--- src/hw/rtl/trsp_pkg.sv ---
package trsp_pkg;

  localparam int unsigned BODY_LEN_W = 16;
  localparam int unsigned MAX_LEN_RESET = 2048;
  localparam int unsigned NAME_LEN = 15;
  localparam int unsigned METHOD_LEN = 3;

  localparam logic [7:0] CH_CR  = 8'h0d;
  localparam logic [7:0] CH_LF  = 8'h0a;
  localparam logic [7:0] CH_SP  = 8'h20;
  localparam logic [7:0] CH_TAB = 8'h09;

  typedef enum logic [1:0] {
    PH_LINE = 2'd0,
    PH_HDR  = 2'd1,
    PH_BODY = 2'd2
  } phase_t;

  typedef enum logic [1:0] {
    HF_NAME  = 2'd0,
    HF_BLANK = 2'd1,
    HF_DIGIT = 2'd2,
    HF_SKIP  = 2'd3
  } hdr_field_t;

  typedef enum logic [1:0] {
    KIND_BODY    = 2'd0,
    KIND_NO_BODY = 2'd1,
    KIND_BAD_REQ = 2'd2,
    KIND_BAD_EOL = 2'd3
  } kind_t;

  typedef enum logic [1:0] {
    METH_HBT = 2'd0,
    METH_LGN = 2'd1,
    METH_RGT = 2'd2,
    METH_LGT = 2'd3
  } method_t;

  typedef struct packed {
    kind_t                 kind;
    logic [7:0]            body_byte;
    method_t               method;
    logic [BODY_LEN_W-1:0] body_length;
    logic                  last;
  } result_t;

  function automatic logic [7:0] upcase(input logic [7:0] c);
    upcase = (c >= 8'h61 && c <= 8'h7a) ? c - 8'd32 : c;
  endfunction

  // Character of a method name at position 0..2.
  function automatic logic [7:0] method_char(input logic [1:0] m, input logic [1:0] pos);
    logic [7:0] c;
    c = 8'h00;
    unique case (m)
      METH_HBT: c = (pos == 2'd0) ? "H" : (pos == 2'd1) ? "B" : "T";
      METH_LGN: c = (pos == 2'd0) ? "L" : (pos == 2'd1) ? "G" : "N";
      METH_RGT: c = (pos == 2'd0) ? "R" : (pos == 2'd1) ? "G" : "T";
      METH_LGT: c = (pos == 2'd0) ? "L" : (pos == 2'd1) ? "G" : "T";
      default:  c = 8'h00;
    endcase
    method_char = c;
  endfunction

  // Upper-case text of the length header name, "CONTENT-LENGTH:".
  function automatic logic [7:0] length_char(input logic [3:0] pos);
    logic [7:0] c;
    unique case (pos)
      4'd0:    c = "C";
      4'd1:    c = "O";
      4'd2:    c = "N";
      4'd3:    c = "T";
      4'd4:    c = "E";
      4'd5:    c = "N";
      4'd6:    c = "T";
      4'd7:    c = "-";
      4'd8:    c = "L";
      4'd9:    c = "E";
      4'd10:   c = "N";
      4'd11:   c = "G";
      4'd12:   c = "T";
      4'd13:   c = "H";
      4'd14:   c = ":";
      default: c = 8'h00;
    endcase
    length_char = c;
  endfunction

endpackage

--- src/hw/rtl/text_request_stream_parser_top.sv ---
// Byte-serial request parser.
// Input channel (in_valid / in_stall / in_rx_byte) carries one received byte
// per beat. The first CRLF line must be one of HBT, LGN, RGT, LGT (any case),
// header lines follow, a Content-Length header sets the body size, a blank
// line ends the headers and the body bytes then stream out one per beat.
// Result channel (out_valid / out_stall / out_* fields) carries at most one
// result per input beat: a body byte, a body-less packet marker, or an error
// (bad request, malformed line ending) that restarts the parser.
// Configuration: APB write of max_body_length at byte address 0.
// Each result is registered (result or skid register) before it reaches out_valid.
// Throughput: one byte per cycle unless in_stall is high; each byte updates
// a few small registers via one pass of logic from input to result register.
// Stalls: a two-entry output buffer (result register plus skid register)
// absorbs one stalled result; in_stall rises only while the skid holds one.
// Reset (rst_n low, synchronous): parser returns to the request line,
// buffers empty, max_body_length back to 2048.
module text_request_stream_parser_top
  import trsp_pkg::*;
#(
  parameter int unsigned LENGTH_BITS = 16
) (
  input  logic                  clk,
  input  logic                  rst_n,
  // input channel
  input  logic                  in_valid,
  output logic                  in_stall,
  input  logic [7:0]            in_rx_byte,
  // result channel
  output logic                  out_valid,
  input  logic                  out_stall,
  output logic [1:0]            out_kind,
  output logic [7:0]            out_body_byte,
  output logic [1:0]            out_method,
  output logic [BODY_LEN_W-1:0] out_body_length,
  output logic                  out_last,
  // configuration port
  input  logic                  psel,
  input  logic                  penable,
  input  logic                  pwrite,
  input  logic [2:0]            paddr,
  input  logic [31:0]           pwdata,
  output logic [31:0]           prdata,
  output logic                  pready
);

  // Declared length holds up to 2^LENGTH_BITS, so one extra bit.
  localparam int unsigned DW = LENGTH_BITS + 1;
  localparam int unsigned MW = DW + 4;
  localparam logic [MW-1:0] LEN_CAP = MW'(1) << LENGTH_BITS;

  // ---------------------------------------------------------------- config
  logic [BODY_LEN_W-1:0] max_len_r;
  logic                  cfg_hit;

  assign pready  = 1'b1;
  assign cfg_hit = (paddr[2] == 1'b0);
  assign prdata  = cfg_hit ? {{(32-BODY_LEN_W){1'b0}}, max_len_r} : 32'd0;

  always_ff @(posedge clk) begin
    if (!rst_n) begin
      max_len_r <= BODY_LEN_W'(MAX_LEN_RESET);
    end else if (psel && penable && pwrite && pready && cfg_hit) begin
      max_len_r <= pwdata[BODY_LEN_W-1:0];
    end
  end

  // ---------------------------------------------------------------- state
  phase_t     phase_r,   phase_nxt;
  logic       prev_cr_r, prev_cr_nxt;
  logic [3:0] cand_r,    cand_nxt;
  logic [4:0] pos_r,     pos_nxt;
  method_t    meth_r,    meth_nxt;
  hdr_field_t hf_r,      hf_nxt;
  logic [DW-1:0] decl_r, decl_nxt;
  logic [DW-1:0] rem_r,  rem_nxt;

  logic    in_acc;
  logic    res_vld;
  result_t res;
  logic    restart;

  // Per-byte helpers
  logic [7:0]             up;
  logic                   is_digit;
  logic                   is_blank;
  logic [3:0]             digit;
  logic [MW-1:0]          dec_ext;
  logic [MW-1:0]          acc10;
  logic [MW-1:0]          acc_sat;
  logic [DW+BODY_LEN_W-1:0] decl_wide;
  logic [BODY_LEN_W-1:0]  decl16;
  logic                   over_max;
  logic [3:0]             cand_hit;
  logic [1:0]             first_cand;

  assign in_acc   = in_valid && !in_stall;
  assign up       = upcase(in_rx_byte);
  assign is_digit = (in_rx_byte >= "0") && (in_rx_byte <= "9");
  assign is_blank = (in_rx_byte == CH_SP) || (in_rx_byte == CH_TAB);
  assign digit    = in_rx_byte[3:0];
  assign dec_ext  = {4'd0, decl_r};
  // x*10 + d as shift-and-add, saturated at 2^LENGTH_BITS
  assign acc10    = (dec_ext << 3) + (dec_ext << 1) + MW'(digit);
  assign acc_sat  = (acc10 > LEN_CAP) ? LEN_CAP : acc10;

  assign decl_wide = {{BODY_LEN_W{1'b0}}, decl_r};
  assign decl16    = decl_wide[BODY_LEN_W-1:0];
  assign over_max  = decl_wide > (DW+BODY_LEN_W)'(max_len_r);

  // Drop candidates whose letter at this position differs.
  always_comb begin
    for (int k = 0; k < 4; k++) begin
      cand_hit[k] = (up == method_char(2'(k), pos_r[1:0]));
    end
  end

  always_comb begin
    priority if (cand_r[0]) first_cand = METH_HBT;
    else if (cand_r[1])     first_cand = METH_LGN;
    else if (cand_r[2])     first_cand = METH_RGT;
    else                    first_cand = METH_LGT;
  end

  // Next state and result for one accepted byte
  always_comb begin
    phase_nxt   = phase_r;
    prev_cr_nxt = prev_cr_r;
    cand_nxt    = cand_r;
    pos_nxt     = pos_r;
    meth_nxt    = meth_r;
    hf_nxt      = hf_r;
    decl_nxt    = decl_r;
    rem_nxt     = rem_r;
    restart     = 1'b0;
    res_vld     = 1'b0;
    res         = '0;

    if (in_acc) begin
      if (phase_r == PH_BODY) begin
        // Stream the body byte; no line-ending checks here.
        res_vld         = 1'b1;
        res.kind        = KIND_BODY;
        res.body_byte   = in_rx_byte;
        res.method      = meth_r;
        res.body_length = decl16;
        if (rem_r <= DW'(1)) begin
          res.last = 1'b1;
          restart  = 1'b1;
        end else begin
          rem_nxt = rem_r - DW'(1);
        end
      end else if (prev_cr_r) begin
        prev_cr_nxt = 1'b0;
        if (in_rx_byte != CH_LF) begin
          res_vld  = 1'b1;
          res.kind = KIND_BAD_EOL;
          res.last = 1'b1;
          restart  = 1'b1;
        end else if (phase_r == PH_LINE) begin
          // End of request line
          if (pos_r == 5'd3 && cand_r != 4'd0) begin
            meth_nxt  = method_t'(first_cand);
            phase_nxt = PH_HDR;
            pos_nxt   = 5'd0;
            hf_nxt    = HF_NAME;
          end else begin
            res_vld  = 1'b1;
            res.kind = KIND_BAD_REQ;
            res.last = 1'b1;
            restart  = 1'b1;
          end
        end else if (hf_r == HF_NAME && pos_r == 5'd0) begin
          // Blank line ends the headers
          if (over_max) begin
            res_vld  = 1'b1;
            res.kind = KIND_BAD_REQ;
            res.last = 1'b1;
            restart  = 1'b1;
          end else if (decl_r == '0) begin
            res_vld    = 1'b1;
            res.kind   = KIND_NO_BODY;
            res.method = meth_r;
            res.last   = 1'b1;
            restart    = 1'b1;
          end else begin
            phase_nxt = PH_BODY;
            rem_nxt   = decl_r;
          end
        end else begin
          pos_nxt = 5'd0;
          hf_nxt  = HF_NAME;
        end
      end else if (in_rx_byte == CH_CR) begin
        prev_cr_nxt = 1'b1;
      end else if (in_rx_byte == CH_LF) begin
        res_vld  = 1'b1;
        res.kind = KIND_BAD_EOL;
        res.last = 1'b1;
        restart  = 1'b1;
      end else if (phase_r == PH_LINE) begin
        if (pos_r < 5'd3) begin
          cand_nxt = cand_r & cand_hit;
        end else begin
          cand_nxt = 4'd0;
        end
        if (pos_r < 5'd31) begin
          pos_nxt = pos_r + 5'd1;
        end
      end else begin
        unique case (hf_r)
          HF_NAME: begin
            if (pos_r < 5'(NAME_LEN) && up == length_char(pos_r[3:0])) begin
              pos_nxt = pos_r + 5'd1;
              if (pos_r == 5'(NAME_LEN - 1)) begin
                hf_nxt   = HF_BLANK;
                decl_nxt = '0;
              end
            end else begin
              hf_nxt = HF_SKIP;
            end
          end
          HF_BLANK: begin
            if (is_digit) begin
              hf_nxt   = HF_DIGIT;
              decl_nxt = DW'(digit);
            end else if (!is_blank) begin
              hf_nxt = HF_SKIP;
            end
          end
          HF_DIGIT: begin
            if (is_digit) begin
              decl_nxt = acc_sat[DW-1:0];
            end else begin
              hf_nxt = HF_SKIP;
            end
          end
          HF_SKIP: begin
          end
          default: begin
          end
        endcase
      end

      // Return every parser register to its reset value.
      if (restart) begin
        phase_nxt   = PH_LINE;
        prev_cr_nxt = 1'b0;
        cand_nxt    = 4'hf;
        pos_nxt     = 5'd0;
        meth_nxt    = METH_HBT;
        hf_nxt      = HF_NAME;
        decl_nxt    = '0;
        rem_nxt     = '0;
      end
    end
  end

  always_ff @(posedge clk) begin
    if (!rst_n) begin
      phase_r   <= PH_LINE;
      prev_cr_r <= 1'b0;
      cand_r    <= 4'hf;
      pos_r     <= 5'd0;
      meth_r    <= METH_HBT;
      hf_r      <= HF_NAME;
      decl_r    <= '0;
      rem_r     <= '0;
    end else begin
      phase_r   <= phase_nxt;
      prev_cr_r <= prev_cr_nxt;
      cand_r    <= cand_nxt;
      pos_r     <= pos_nxt;
      meth_r    <= meth_nxt;
      hf_r      <= hf_nxt;
      decl_r    <= decl_nxt;
      rem_r     <= rem_nxt;
    end
  end

  // ---------------------------------------------------------------- output
  // Result register plus one skid entry; the skid fills only when a new
  // result arrives while the held one is stalled.
  logic    out_valid_r, skid_valid_r;
  result_t out_res_r,   skid_res_r;
  logic    out_take;
  logic    load_out;
  logic    load_skid;

  assign in_stall  = skid_valid_r;
  assign out_take  = out_valid_r && !out_stall;
  assign load_out  = (out_take || !out_valid_r) && (skid_valid_r || res_vld);
  assign load_skid = out_valid_r && !out_take && res_vld;

  always_ff @(posedge clk) begin
    if (!rst_n) begin
      out_valid_r  <= 1'b0;
      skid_valid_r <= 1'b0;
    end else begin
      if (out_take || !out_valid_r) begin
        out_valid_r  <= skid_valid_r || res_vld;
        skid_valid_r <= 1'b0;
      end else if (res_vld) begin
        skid_valid_r <= 1'b1;
      end
    end
  end

  always_ff @(posedge clk) begin
    if (load_out) begin
      out_res_r <= skid_valid_r ? skid_res_r : res;
    end
    if (load_skid) begin
      skid_res_r <= res;
    end
  end

  assign out_valid       = out_valid_r;
  assign out_kind        = out_res_r.kind;
  assign out_body_byte   = out_res_r.body_byte;
  assign out_method      = out_res_r.method;
  assign out_body_length = out_res_r.body_length;
  assign out_last        = out_res_r.last;

endmodule

--- config.mk ---
export PLATFORM = sky130hd
export DESIGN_NAME = text_request_stream_parser_top
export DESIGN_NICKNAME = d
export VERILOG_FILES = /design/src/hw/rtl/trsp_pkg.sv /design/src/hw/rtl/text_request_stream_parser_top.sv
export SDC_FILE = /design/constraint.sdc
export NUM_CORES = 1
export LEC_CHECK = 0
export ABC_CLOCK_PERIOD_IN_PS = 7150
export BUFFER_PORTS_ARGS = -buffer_cell sky130_fd_sc_hd__buf_2
export CORE_MARGIN = 2
export CORE_UTILIZATION = 25
export CTS_CLUSTER_DIAMETER = 50
export DETAILED_ROUTE_END_ITERATION = 8
export PLACE_DENSITY = 0.51
export SETUP_SLACK_MARGIN = 0.2
export SYNTH_ARGS = -nofsm -noshare
export SYNTH_HDL_FRONTEND = slang
export SYNTH_SLANG_ARGS = --single-unit
--- constraint.sdc ---
create_clock -name clk -period 7.15 [get_ports clk]
set_input_delay 0.715 -clock clk [delete_from_list [all_inputs] [get_ports clk]]
set_output_delay 0.715 -clock clk [all_outputs]
set_load 0.02 [all_outputs]
Yosys cells after proc, flatten, opt, wreduce, memory -nomap -nowiden
Memory sizes are Yosys's and may differ from the RTL's. A register that Yosys moved wholly into a read port is not among the register bits.
Cells that the tools add are included.
{ "totals": {"input_bits": 50, "n_memories": 1, "elab_cells": 261, "out_inout_bits": 64, "mem_bits_ro": 112, "regBits": 126} }
{ "mem_list": {"columns": ["memory", "words", "word_bits", "rd", "rd_ports_with_merged_regs", "wr", "line_no", "text"], "rows": [
  ["(name not given)", 16, 7, 1, 1, 0, "trsp_pkg.sv:69", "unique case (pos)"]
]} }
{ "classes": {"eq_ne": 44, "addsub": 5, "n_reduce_logical": 45, "order_cmp": 10, "muxes": 132, "bitwise_logic": 3} }
{ "op_table": {"columns": ["cell", "n"], "rows": [
  ["2-to-1 mux 17 bit", 20],
  ["2-to-1 mux 2 bit", 48],
  ["2-to-1 mux 5 bit", 17],
  ["2-to-1 mux 8 bit", 10],
  ["2-to-1 mux 29 bit", 2],
  ["case mux 17 bit (3 select lines)", 1],
  ["2-to-1 mux 4 bit", 11],
  ["2-to-1 mux 16 bit", 2],
  ["inequality test 3 x 2 -> 1 bit, second input constant", 9],
  ["== test 8 x 4 -> 1 bit, second input constant", 3],
  ["== test 8 x 7 -> 1 bit", 3],
  ["adder 20 x 18 -> 21 bit", 1],
  ["adder 21 x 4 -> 21 bit", 1],
  ["greater-than comparator 21 x 17 -> 1 bit, second input constant", 1],
  ["2-to-1 mux 1 bit", 20],
  ["greater-than comparator 17 x 16 -> 1 bit", 1],
  ["<= comparator 17 x 1 -> 1 bit, second input constant", 1],
  ["zero test 17 bit", 1],
  ["subtractor 17 x 1 -> 17 bit, second input constant", 1],
  ["== test 8 bit", 2],
  ["AND reduction 8 bit", 2],
  ["nonzero test 4 bit", 4],
  ["inequality test 3 x 1 -> 1 bit, second input constant", 5],
  ["logical AND 1 bit", 13],
  ["other kinds (38)", 60]
]} }

Longest topological paths before layout
Gate-level depths: netlist (run 1).
{ "logic_depth": {"word_depth": 20, "depth_mapped": 16} }

Least setup slack after synthesis (run 1)
OpenSTA, ideal clock, no wires.
{ "synth_path": {"path_type": "input-to-reg", "start": "input port in_rx_byte[7]", "end": "register skid_res_r[0] (netlist name), enable pin", "arrival_time_ps": 3958, "slack_ps": 2741, "path_buffers": 0, "cell_stages": 6, "setup_time_ps": 451, "cell_sequence": "nor3_1 -> a31oi_1 -> o31ai_1 -> a21oi_1 -> a21boi_1 -> nor3_1"} }
{ "synth_via": {"elab_chain_len": 7} }
{ "synth_lines": {"columns": ["element", "line_no", "text"], "rows": [
  ["from (decl)", "text_request_stream_parser_top.sv:27", "input logic [7:0] in_rx_byte,"],
  ["== test 8 x 4 -> 1 bit", "text_request_stream_parser_top.sv:195", "end else if (in_rx_byte == CH_LF) begin"],
  ["2-to-1 mux 1 bit", "text_request_stream_parser_top.sv:195", null],
  ["2-to-1 mux 1 bit", "text_request_stream_parser_top.sv:193", "end else if (in_rx_byte == CH_CR) begin"],
  ["2-to-1 mux 1 bit (*)", "text_request_stream_parser_top.sv:152", "end else if (prev_cr_r) begin"],
  ["2-to-1 mux 1 bit (*)", "text_request_stream_parser_top.sv:139", "if (phase_r == PH_BODY) begin"],
  ["2-to-1 mux 1 bit (*)", "text_request_stream_parser_top.sv:138", "if (in_acc) begin"],
  ["logical AND 1 bit (*)", "text_request_stream_parser_top.sv:292", "assign load_skid = out_valid_r && !out_take && res_vld;"],
  ["named net load_skid", "text_request_stream_parser_top.sv:287", "logic load_skid;"],
  ["to (signal assigned)", "text_request_stream_parser_top.sv:313", "skid_res_r <= res;"],
  ["to (decl)", "text_request_stream_parser_top.sv:284", "result_t out_res_r, skid_res_r;"]
]} }
Mark *: on every way through the listed nets, which the timed path passes. The rest lies on a longest branch.
A chain may end at the register's enable or synchronous reset.

Worst setup path in the final report (run 1)
{ "layout_path": {"start": "input port in_rx_byte[3]", "end": "register decl_r[13]"} }
{ "layout_via": {"elab_chain_len": 11} }
{ "layout_lines": {"columns": ["element", "line_no", "text"], "rows": [
  ["adder 21 x 4 -> 21 bit", "text_request_stream_parser_top.sv:103", "assign acc10 = (dec_ext << 3) + (dec_ext << 1) + MW'(digit);"],
  ["greater-than comparator 21 x 17 -> 1 bit", "text_request_stream_parser_top.sv:104", "assign acc_sat = (acc10 > LEN_CAP) ? LEN_CAP : acc10;"],
  ["2-to-1 mux 17 bit", "text_request_stream_parser_top.sv:104", null],
  ["2-to-1 mux 17 bit", "text_request_stream_parser_top.sv:231", "if (is_digit) begin"],
  ["case mux 17 bit (3 select lines)", "text_request_stream_parser_top.sv:210", "unique case (hf_r)"],
  ["2-to-1 mux 17 bit", "text_request_stream_parser_top.sv:200", "end else if (phase_r == PH_LINE) begin"],
  ["2-to-1 mux 17 bit", "text_request_stream_parser_top.sv:195", null],
  ["2-to-1 mux 17 bit", "text_request_stream_parser_top.sv:193", null],
  ["2-to-1 mux 17 bit", "text_request_stream_parser_top.sv:152", null],
  ["2-to-1 mux 17 bit", "text_request_stream_parser_top.sv:139", null],
  ["2-to-1 mux 17 bit", "text_request_stream_parser_top.sv:245", "if (restart) begin"],
  ["to (signal assigned)", "text_request_stream_parser_top.sv:275", "decl_r <= decl_nxt;"],
  ["to (decl)", "text_request_stream_parser_top.sv:74", "logic [DW-1:0] decl_r, decl_nxt;"]
]} }
Parallel ways exist; a longest one is shown, timed or not. The select of a mux whose other input is x is not followed.

==> results of run 1 <==
==> kinds of logic (layout without fill, tap and decap cells) <==
group / count (synthesis) / in the layout
adder cells (fa/ha/maj): 68 / 68
XOR/XNOR: 31 / 31
buffers and inverters: 104 / 162
other: 2 / 18
flip-flops: 133 / 133
AO/OA/AOI/OAI: 240 / 240
AND/OR/NAND/NOR: 312 / 312
multiplexers: 5 / 5
==> cells in the final DEF, fill, tap and decap left out, types with 10 or more instances in the layout <==
| cell type | n |
|---|---|
| nand2_1 | 80 |
| buf_2 | 78 |
| dfxtp_1 | 75 |
| ha_1 | 65 |
| nor2_1 | 63 |
| edfxtp_1 | 58 |
| inv_1 | 43 |
| o21ai_0 | 42 |
| a21oi_1 | 39 |
| a21o_1 | 34 |
| and3_1 | 27 |
| a21boi_0 | 23 |
| xnor2_1 | 22 |
| nor3_1 | 20 |
| nor2b_1 | 17 |
| conb_1 | 17 |
| clkbuf_16 | 17 |
| nand3_1 | 15 |
| a22oi_1 | 13 |
| or4_1 | 12 |
| o31ai_1 | 12 |
| nand2b_1 | 11 |
| nor4_1 | 11 |
| o2bb2ai_1 | 11 |
| nand4_1 | 10 |
| a31oi_1 | 10 |
| a22o_1 | 10 |
==> per-stage QoR <==
| stage | cell area (um2) | total power, mW | setup WS (ns) |
|---|---|---|---|
| 3_3_place_gp | 8990 | 0.962 | 2.29 |
| 3_5_place_dp | 8990 | 0.964 | 2.24 |
| 5_1_grt | 9580 | 1.90 | 2.39 |
| 4_1_cts | 9580 | 1.85 | 2.65 |
| 2_1_floorplan | 8280 | 0.932 | 2.74 |
| 6_report | 9580 | 1.83 | 2.68 |
==> state kept, by name, indices dropped and copies added, names as in the netlist, named ones only <==
| register | cells |
|---|---|
| out_body_length | 16 |
| hf_r | 2 |
| phase_r | 2 |
| out_valid | 1 |
| pos_r | 5 |
| max_len_r | 16 |
| prev_cr_r | 1 |
| out_method | 2 |
| skid_res_r | 29 |
| decl_r | 17 |
| meth_r | 2 |
| out_kind | 2 |
| cand_r | 4 |
| rem_r | 17 |
| in_stall | 1 |
| out_last | 1 |
| out_body_byte | 8 |
==> per-layer routing <==
metal / up-vias / GRT usage, % / wire length (um)
li1: 3374 / - / -
met1: 3178 / 16.6 / 10000
met2: 143 / 20.5 / 9620
met3: 29 / 2.63 / 942
met4: 6 / 4.70 / 378
met5: - / 0 / 35
==> cells in the mapped netlist (5+ instances only) <==
cell type / n / area [um2]
o21a_1: 5 / 37.5
or3_1: 8 / 50.1
a31oi_1: 10 / 62.6
a22oi_1: 13 / 97.6
and2_1: 8 / 50.1
and3_1: 27 / 169
xor2_1: 9 / 78.8
nand3_1: 15 / 75.1
nor2_1: 63 / 236
nor2b_1: 17 / 106
a21oi_1: 40 / 200
o2bb2ai_1: 11 / 96.3
clkbuf_1: 36 / 135
edfxtp_1: 58 / 1740
buf_2: 5 / 25.0
a21boi_0: 23 / 173
dfxtp_1: 75 / 1500
nor4_1: 11 / 68.8
a22o_1: 10 / 87.6
nand2b_1: 11 / 68.8
nor3b_1: 5 / 37.5
o31ai_1: 12 / 90.1
o21ai_0: 42 / 210
buf_4: 17 / 128
nand4_1: 10 / 62.6
nor3_1: 21 / 105
xnor2_1: 22 / 193
ha_1: 65 / 813
a21o_1: 34 / 255
nand2_1: 80 / 300
o211ai_1: 5 / 37.5
or4_1: 12 / 90.1
inv_1: 43 / 161
==> layout make-up <==
cell class | count | area, um2 | area share, %
diodes | 1 | 2.50 | 0.0261
clock buffers | 18 | 429 | 4.48
clock inverters | 14 | 158 | 1.65
inverters | 43 | 161 | 1.68
multi-input cells | 673 | 4580 | 47.8
flip-flops and latches | 133 | 3240 | 33.9
well taps | 442 | 553 | 5.77
repair buffers | 87 | 458 | 4.78
==> worst paths after layout <==
| check | start | endpoint | slack [ns] |
|---|---|---|---|
| setup reg to reg | decl_r[2] | decl_r[13] | 2.69 |
| setup / recovery | in_rx_byte[3] | decl_r[13] | 2.68 |
| hold / removal | max_len_r[5] | max_len_r[5] | 0.46 |
| hold reg to reg | max_len_r[5] | max_len_r[5] | 0.46 |
==> power by group <==
| part | switching, mW | total [mW] | leakage [nW] | internal, mW |
|---|---|---|---|---|
| sequential | 0.00869 | 0.808 | 1.14 | 0.799 |
| combinational | 0.0870 | 0.140 | 2.73 | 0.0527 |
| clock | 0.341 | 0.886 | 0.281 | 0.545 |
| total | 0.437 | 1.83 | 4.16 | 1.40 |
==> worst register-to-register path, cell delays in order (launching register included) <==
cell and delay (ns):
dfxtp_1 0.62, fa_1 0.52, ha_1 0.30, a21o_1 0.18, a21oi_1 0.25, o21ai_0 0.16, a21oi_1 0.40, a22oi_1 0.15
or4_1 0.55, o31a_1 0.36, or4_1 0.69, o21ai_0 0.20
==> flow_metrics.tcl, run 1 <==
set metrics [dict create \
    async_flop_share_pct 0 \
    yosys.area_share.simple_pct 20.0 \
    synth.distinct_cells 73 \
    grt_pass1_wl_um 34300 \
    num_vias 6730 \
    max_freq_mhz 224 \
    ys.flop_type "dfxtp_1" \
    initial_utilization_pct 25.3 \
    hpwlAfterDp_um 15300 \
    vias_per_cell 4.77 \
    synth-edff-count 58 \
    outcome "completed" \
    portBuffers 78 \
    grt_max_degree 52 \
    cts_buffer_depth 2 \
    htree_num_levels 4 \
    cts_root_buf "clkbuf_16" \
    rows 66 \
    drtPass1Iterations 4 \
    hold_path_depth 2 \
    drt_iter0_drc 362 \
    synth_compound_area_share_pct 20.3 \
    io_pins 114 \
    setup.worst_path.end_class "register" \
    rr_worst_depth 11 \
    drive_above_1_share_pct 13.6 \
    cts_resized 0 \
    grt_pass1_vias 6502 \
    gp_congestion 0.806 \
    min_path_type "reg -> reg" \
    die_w_um 185 \
    die_h_um 185 \
    yosysSeqAreaShare_pct 39.4 \
    grt_overflow_total 0 \
    hold_buffers 0 \
    timing_worst_setup_path_type "in -> reg" \
    path_depth 14 \
    maxCapViolCount 0 \
    clock_latency_ns 0.42 \
    fin_skew_ns 0.00921 \
    finalSetupTns_ns 0 \
    crit_fanout 14 \
    finalSetupViolations 0 \
    routedWlPerCell_um 14.9 \
    cts.sinks 133 \
    required_ns 7.50 \
    core_um2 32500 \
    yosysWarnings 0 \
    critPathSlowestCell "or4_1" \
    stdcell_count 1411 \
    drc 0 \
    power_leakage_nw 4.16 \
    path_cells "buf_2, fa_1, inv_1, fa_1, nor2b_1, o21ai_0, a21boi_1, o2111ai_1, nand2_1, xor2_1, or4_1, o31a_1, or4_1, o21ai_0" \
    rsz0062_at_grt "false" \
    slew_headroom_pct 26.5 \
    post-route-min-period_ns 4.47 \
    slowest_delay_ns 0.69 \
    syn_area_um2 8220 \
    clk_pin_slew_ns 0.06 \
    hold_ws_ns 0.463 \
    cp.arrival_ns 4.82 \
    synth_area_per_cell_um2 9.19 \
    worst_pin_slew_ns 1.10 \
    die_area_um2 34400 \
    crit_buf_inv 2 \
    tritoncts "yes" \
    post-cts-setup-buffers 0 \
    muxShareOfSynthArea_pct 0.624 \
    ant_nets 0 \
    slew_violations 0 \
    fin_crit_sh_pct 62.6 \
    nets 1072 \
    start_kind "input port" \
    synthAdderAreaFrac_pct 10.5 \
    antenna_found_initial 4 \
    hold_viol 0 \
    dp.cells 1378 \
    n_fill_cell 3455 \
    vdd_drop_max_mv 0.142 \
    ys_seq_elements 133 \
    area_delta_synth_final_pct 16.5 \
    drt-total-wl_um 21000 \
    worst_path_dominant_cell_family "simple AND/OR/NAND/NOR gates" \
    numCtsBuffers 17 \
    grt_usage_pct 12.7 \
    p_per_area_nw_per_um2 191 \
    syn_inst 895 \
    final_core_util_pct 29.5 \
    synth_top_family_by_area "compound AO/OA/AOI/OAI gates" \
    synth_xor_area_share_pct 3.30 \
]
(Power assumes the default switching activity.)
==> run 2, diff against run 1 <==
--- a/config.mk
+++ b/config.mk
@@ -5,13 +5,14 @@
 export SDC_FILE = /design/constraint.sdc
 export NUM_CORES = 1
 export LEC_CHECK = 0
-export ABC_CLOCK_PERIOD_IN_PS = 7150
+export ABC_AREA = 1
+export ABC_CLOCK_PERIOD_IN_PS = 3800
 export BUFFER_PORTS_ARGS = -buffer_cell sky130_fd_sc_hd__buf_2
 export CORE_MARGIN = 2
 export CORE_UTILIZATION = 25
 export CTS_CLUSTER_DIAMETER = 50
 export DETAILED_ROUTE_END_ITERATION = 8
-export PLACE_DENSITY = 0.51
+export PLACE_DENSITY = 0.52
 export SETUP_SLACK_MARGIN = 0.2
 export SYNTH_ARGS = -nofsm -noshare
 export SYNTH_HDL_FRONTEND = slang
==> constraint.sdc (replaced) <==
create_clock -name clk -period 3.8 [get_ports clk]
set_input_delay 0.38 -clock clk [delete_from_list [all_inputs] [get_ports clk]]
set_output_delay 0.38 -clock clk [all_outputs]
set_load 0.02 [all_outputs]
==> run 2 against run 1 <==
  * Via count grew 17%
  * Utilization grew 0.099 points
  * Power grew 100%
  * Sequential cell count is the same
  * Worst setup slack lost 2.2 ns
  * Clock power grew 91%
  * Sequential share of layout area shrank 2.8 points
  * Clock skew shrank 0.0011 ns
==> flow_metrics.tcl, run 2 <==
set metrics [dict create \
    grt_pass1_vias 7458 \
    path_depth 17 \
    portBuffers 78 \
    switching_share_pct 26.9 \
    slew_headroom_pct 51.9 \
    finalSetupTns_ns 0 \
    ys.flop_type "dfxtp_1" \
    finalPower_mw 3.72 \
    num_vias 7889 \
    hold_buffers 0 \
    area_delta_synth_final_pct 17.5 \
    htree_num_levels 4 \
    nets 1359 \
    finalSetupViolations 0 \
    final_area_um2 10500 \
    worst_path_dominant_cell_family "simple AND/OR/NAND/NOR gates" \
    max_freq_mhz 300 \
    largest_reg_flops 29 \
    vias_per_cell 4.59 \
    syn_area_um2 8900 \
    layout_setup_ws_ns 0.462 \
    yosys.area.top_type "edfxtp_1" \
    die_area_um2 37100 \
    io_pins 114 \
    yosysMostFrequentCell "nand2_1" \
    vdd_drop_max_mv 0.327 \
    rr_worst_depth 17 \
    antenna_found_initial 3 \
    critPathSlowestCell "dfxtp_1" \
    yosysWarnings 0 \
    start_kind "register" \
    yosys-top-cells-count "nand2_1, inv_1, nor2_1, a21oi_1, nand3_1" \
    placed_area_um2 9830 \
    crit_fanout 15 \
    min_path_type "in -> reg" \
    power_leakage_nw 4.84 \
    reg_top3 "skid_res_r: 29 flops, decl_r: 17 flops, rem_r: 17 flops" \
    fin_crit_sh_pct 87.8 \
    worst_pin_slew_ns 0.721 \
    place_ws_ns 0.329 \
    ys_seq_elements 133 \
    setup.worst_path.end_class "register" \
    worstHoldEndpoint "max_len_r[11]" \
    power.switching_mw 1.00 \
    cts_buffer_depth 2 \
    hpwlAfterDp_um 18100 \
    slowest_delay_ns 0.48 \
    synth.distinct_cells 53 \
    seq_power_share_pct 41.7 \
    core_um2 35300 \
    die_w_um 193 \
    fin_skew_ns 0.00807 \
    layout_commonest_cell "nand2_1" \
    hold_path_depth 3 \
    initial_utilization_pct 25.2 \
    rows 69 \
    ant_nets 0 \
    outcome "completed" \
    timing_worst_setup_path_type "reg -> reg" \
    syn_inst 1156 \
    path_cells "ha_1, nand3_1, a21oi_1, o21ai_1, a21oi_2, nand3_2, nand2_8, inv_2, nor2_1, nor2_1, a21oi_2, nand2_1, ha_1, nand3_1, nand2_1, nand2_1, nand2_1" \
    crit_buf_inv 1 \
    maxCapViolCount 0 \
    tritoncts "yes" \
    die_h_um 193 \
    drive_above_1_share_pct 15.6 \
    synth_area_per_cell_um2 7.70 \
    drt_iter0_drc 477 \
    critPathMostFrequentCell "nand2_1" \
    synth.area.top_cells "edfxtp_1, dfxtp_1, ha_1" \
    r2r_start "pos_r[1]" \
    post-route-min-period_ns 3.34 \
    pwr-share-clk_pct 45.6 \
    grt_pass1_wl_um 38600 \
    min-delay-start "pwdata[11]" \
    cp.arrival_ns 3.66 \
    drc 0 \
    slew_violations 0 \
    grt_max_degree 42 \
    intPower_mw 2.72 \
    routedWlPerCell_um 13.9 \
    hold_viol 0 \
    numCtsBuffers 17 \
    combPwrFrac_pct 12.8 \
    rsz0062_at_grt "true" \
    clk_pin_slew_ns 0.06 \
    async_flop_share_pct 0 \
    p_per_area_nw_per_um2 356 \
    drtPass1Iterations 5 \
    worst-r2r-setup-slack_ns 0.46 \
    drt-total-wl_um 23800 \
    yosysSeqAreaShare_pct 36.4 \
    cts_root_buf "clkbuf_16" \
    regMostFlops "skid_res_r" \
    final_cell_mix "nand2_1, inv_1, nor2_1, a21oi_1, nand3_1" \
    clock_latency_ns 0.43 \
    required_ns 4.12 \
    grt_overflow_total 0 \
    cts.sinks 133 \
    grt_usage_pct 13.2 \
    gp_congestion 0.905 \
    synth_top_cell_area_share_pct 19.6 \
    synth-edff-count 58 \
]
-- run 2: tightest hold or removal path: stages --
cell and delay (ns):
buf_2 0.08, nand2_1 0.05, o211ai_1 0.07
-- run 2: area by class of cell --
cell class                 instances  area [um2]
tap                              461         577
inverter                         137         519
fill                            3815       24900
timing repair buffer             106         601
antenna                            1        2.50
clock inverter                    14         179
multi-input combinational        847        4900
clock buffer                      18         429
sequential                       133        3250
-- run 2: cells by family after synthesis --
| group | Yosys count | synth area share (%) |
|---|---|---|
| adder cells (fa/ha/maj) | 67 | 9.59 |
| AND/OR/NAND/NOR | 527 | 28.4 |
| AO/OA/AOI/OAI | 213 | 13.9 |
| XOR/XNOR | 22 | 2.16 |
| buffers and inverters | 191 | 9.33 |
| flip-flops | 133 | 36.4 |
| other | 2 | 0.0844 |
| multiplexers | 1 | 0.112 |
-- run 2: timing repair --
item | 4_1_cts | 5_1_grt
resized for setup | 0 | 9
endpoints found under the setup margin | 0 | 7
hold endpoints to repair | 0 | 0
setup buffers | 0 | 0
-- run 2: worst max-delay path by stage --
stage / startpoint / end / slack (ns)
3_5_place_dp: in_rx_byte[3] / decl_r[0] / 0.33
6_report: pos_r[1] / register / 0.46
2_1_floorplan: pos_r[1] / out_body_byte[0] / 0.58
4_1_cts: decl_r[2] / register / 0.39
3_3_place_gp: in_rx_byte[3] / decl_r[0] / 0.35
5_1_grt: max_len_r[4] / register / 0.19
-- run 2: through the flow --
step	utilization (%)	std cells	hold WS, ns
2_1_floorplan	-	1171	0.438
3_3_place_gp	27.8	1684	0.459
3_5_place_dp	27.8	1684	0.462
4_1_cts	29.6	1716	0.171
5_1_grt	29.6	1716	0.188
6_report	29.6	1717	0.182
-- run 2: power groups by stage --
stage	logic [mW]	registers (mW)	clock network [mW]
finish	0.474	1.55	1.69
global route	0.535	1.55	1.80
CTS	0.474	1.55	1.73
detailed placement	0.471	1.58	0
global placement	0.468	1.58	0
floorplan	0.351	1.59	0
-- run 2: per-layer routing --
metal	track usage (%)	wire, um	up-vias
met3	2.42	1020	53
met4	6.05	799	4
met5	0	27	-
li1	-	-	4043
met1	17.1	11200	3615
met2	21.1	10800	174
==> run 3, diff against run 2 <==
--- a/config.mk
+++ b/config.mk
@@ -13,7 +13,9 @@
 export CTS_CLUSTER_DIAMETER = 50
 export DETAILED_ROUTE_END_ITERATION = 8
 export PLACE_DENSITY = 0.52
+export REMOVE_ABC_BUFFERS = 1
 export SETUP_SLACK_MARGIN = 0.2
+export SLEW_MARGIN = 20
 export SYNTH_ARGS = -nofsm -noshare
 export SYNTH_HDL_FRONTEND = slang
 export SYNTH_SLANG_ARGS = --single-unit
==> run 3 against run 2 <==
  * Cell count fell by 0.29%
  * Global-route usage is 0.15 points higher
  * Power is 2.0% lower
  * Clock power shrank 5%
  * Sequential power about the same
  * Largest cell class unchanged
==> flow_metrics.tcl, run 3 (same netlist as run 2, synthesis figures left out) <==
set metrics [dict create \
    outcome "completed" \
    htree_num_levels 4 \
    layout_commonest_cell "nand2_1" \
    final_area_um2 10400 \
    n_fill_cell 3801 \
    post-route-min-period_ns 3.30 \
    grt_pass1_wl_um 38900 \
    start_kind "register" \
    fin_crit_sh_pct 86.8 \
    setup.worst_path.end_class "register" \
    rsz0062_at_grt "true" \
    reg_top3 "skid_res_r: 29 flops, decl_r: 17 flops, rem_r: 17 flops" \
    vdd_drop_max_mv 0.332 \
    max_freq_mhz 303 \
    clock_latency_ns 0.43 \
    final_core_util_pct 29.5 \
    hold_viol 0 \
    drt-total-wl_um 24400 \
    fin_skew_ns 0.0113 \
    largest_reg_flops 29 \
    dp.cells 1677 \
    initial_utilization_pct 25.2 \
    power_leakage_nw 4.83 \
    rows 69 \
    grt_overflow_total 0 \
    drt_iter0_drc 478 \
    drc 0 \
    min_path_type "in -> reg" \
    vias_per_cell 4.61 \
    tritoncts "yes" \
    num_vias 7893 \
    cts_buffer_depth 2 \
    required_ns 4.16 \
    clk_pin_slew_ns 0.07 \
    gp_congestion 0.883 \
    maxCapViolCount 0 \
    p_per_area_nw_per_um2 350 \
    placed_area_um2 9800 \
    routedWlPerCell_um 14.3 \
    die_h_um 193 \
    slew_headroom_pct 44.4 \
    slew_violations 0 \
    die_area_um2 37100 \
    critPathMostFrequentCell "a21oi_1" \
    ant_nets 0 \
    finalSetupViolations 0 \
    finalSetupTns_ns 0 \
    cp.arrival_ns 3.65 \
    stdcell_count 1712 \
    path_cells "ha_1, ha_1, a21oi_1, a21boi_0, nand2_1, a21oi_1, xor2_1, nand3_1, nor2_1, nand3_1, nand2_2, inv_1, nor2_1, nand2_1, a21oi_1" \
    slowest_delay_ns 0.49 \
    hpwlAfterDp_um 18500 \
    die_w_um 193 \
    grt_usage_pct 13.3 \
    numCtsBuffers 17 \
    drtPass1Iterations 5 \
    antenna_found_initial 1 \
    regMostFlops "skid_res_r" \
    critPathSlowestCell "dfxtp_1" \
    hold_buffers 0 \
    portBuffers 78 \
    final_cell_mix "nand2_1, inv_1, nor2_1, a21oi_1" \
    worst_pin_slew_ns 0.833 \
    area_delta_synth_final_pct 17.0 \
    drive_above_1_share_pct 15.8 \
    cts.sinks 133 \
    nets 1354 \
    core_um2 35300 \
    crit_fanout 15 \
    grt_max_degree 42 \
    grt_pass1_vias 7474 \
    timing_worst_setup_path_type "reg -> reg" \
    cts_root_buf "clkbuf_16" \
    io_pins 114 \
]
==> run 3: cell count changes in the layout (fill, tap and decap cells not counted), sizes merged <==
| cell | before | now |
|---|---|---|
| inv | 138 | 139 |
| bufinv | 3 | 1 |
| clkinvlp | 2 | 1 |
| clkinv | 8 | 10 |
| buf | 106 | 101 |
==> run 3: critical path: cells and delay by family (launching register included) <==
kind | cells | cell delay [ns]
xor+xnor | 1 | 0.28
buf+inv | 1 | 0.10
simple gates | 7 | 0.90
flops | 1 | 0.49
fa+ha+maj | 2 | 0.65
compound gates | 4 | 0.82
==> run 3: routing by layer <==
metal  part of all wire, %  GRT usage [%]  up-vias
met5                     0              0        -
met4                   1.8           4.11        0
met3                   3.6           1.75       27
met2                    47           22.8      158
li1                      -              -     4031
met1                    47           17.3     3677
==> run 3: power breakdown <==
group,internal [mW],switching [mW],total [mW]
registers,1.53,0.0249,1.55
logic,0.154,0.332,0.486
clock network,0.941,0.665,1.61
==> run 3: final cells by class <==
type / instances / area (um2) / share of cell area, %
Antenna cell: 1 / 2.50 / 0.0240
Tap cell: 461 / 577 / 5.54
Multi-Input combinational cell: 847 / 4920 / 47.2
Inverter: 137 / 519 / 4.98
Clock buffer: 18 / 450 / 4.32
Clock inverter: 14 / 123 / 1.18
Timing Repair Buffer: 101 / 576 / 5.52
Sequential cell: 133 / 3250 / 31.2
==> run 3: through the flow <==
step	worst slack (ns)	hold slack, ns	power (mW)
after global routing	0.181	0.171	3.81
after global placement	0.248	0.451	2.06
after detailed placement	0.265	0.458	2.06
after CTS	0.318	0.156	3.69
final	0.503	0.167	3.64
after floorplan	-0.441	0.438	1.90
==> run 3: what timing repair did <==
item                       4_1_cts  5_1_grt
gates resized for setup          0       12
buffers inserted                 0        2
setup endpoints to repair        0       22
==> run 3: final timing paths <==
| path | start | to | slack (ns) | cells past startpoint |
|---|---|---|---|---|
| min | pwdata[11] | max_len_r[11] | 0.17 | 3 |
| max reg2reg | decl_r[7] | decl_r[11] | 0.50 | 15 |
| max | decl_r[7] | decl_r[11] | 0.50 | 15 |
| min reg2reg | meth_r[1] | meth_r[1] | 0.46 | 2 |
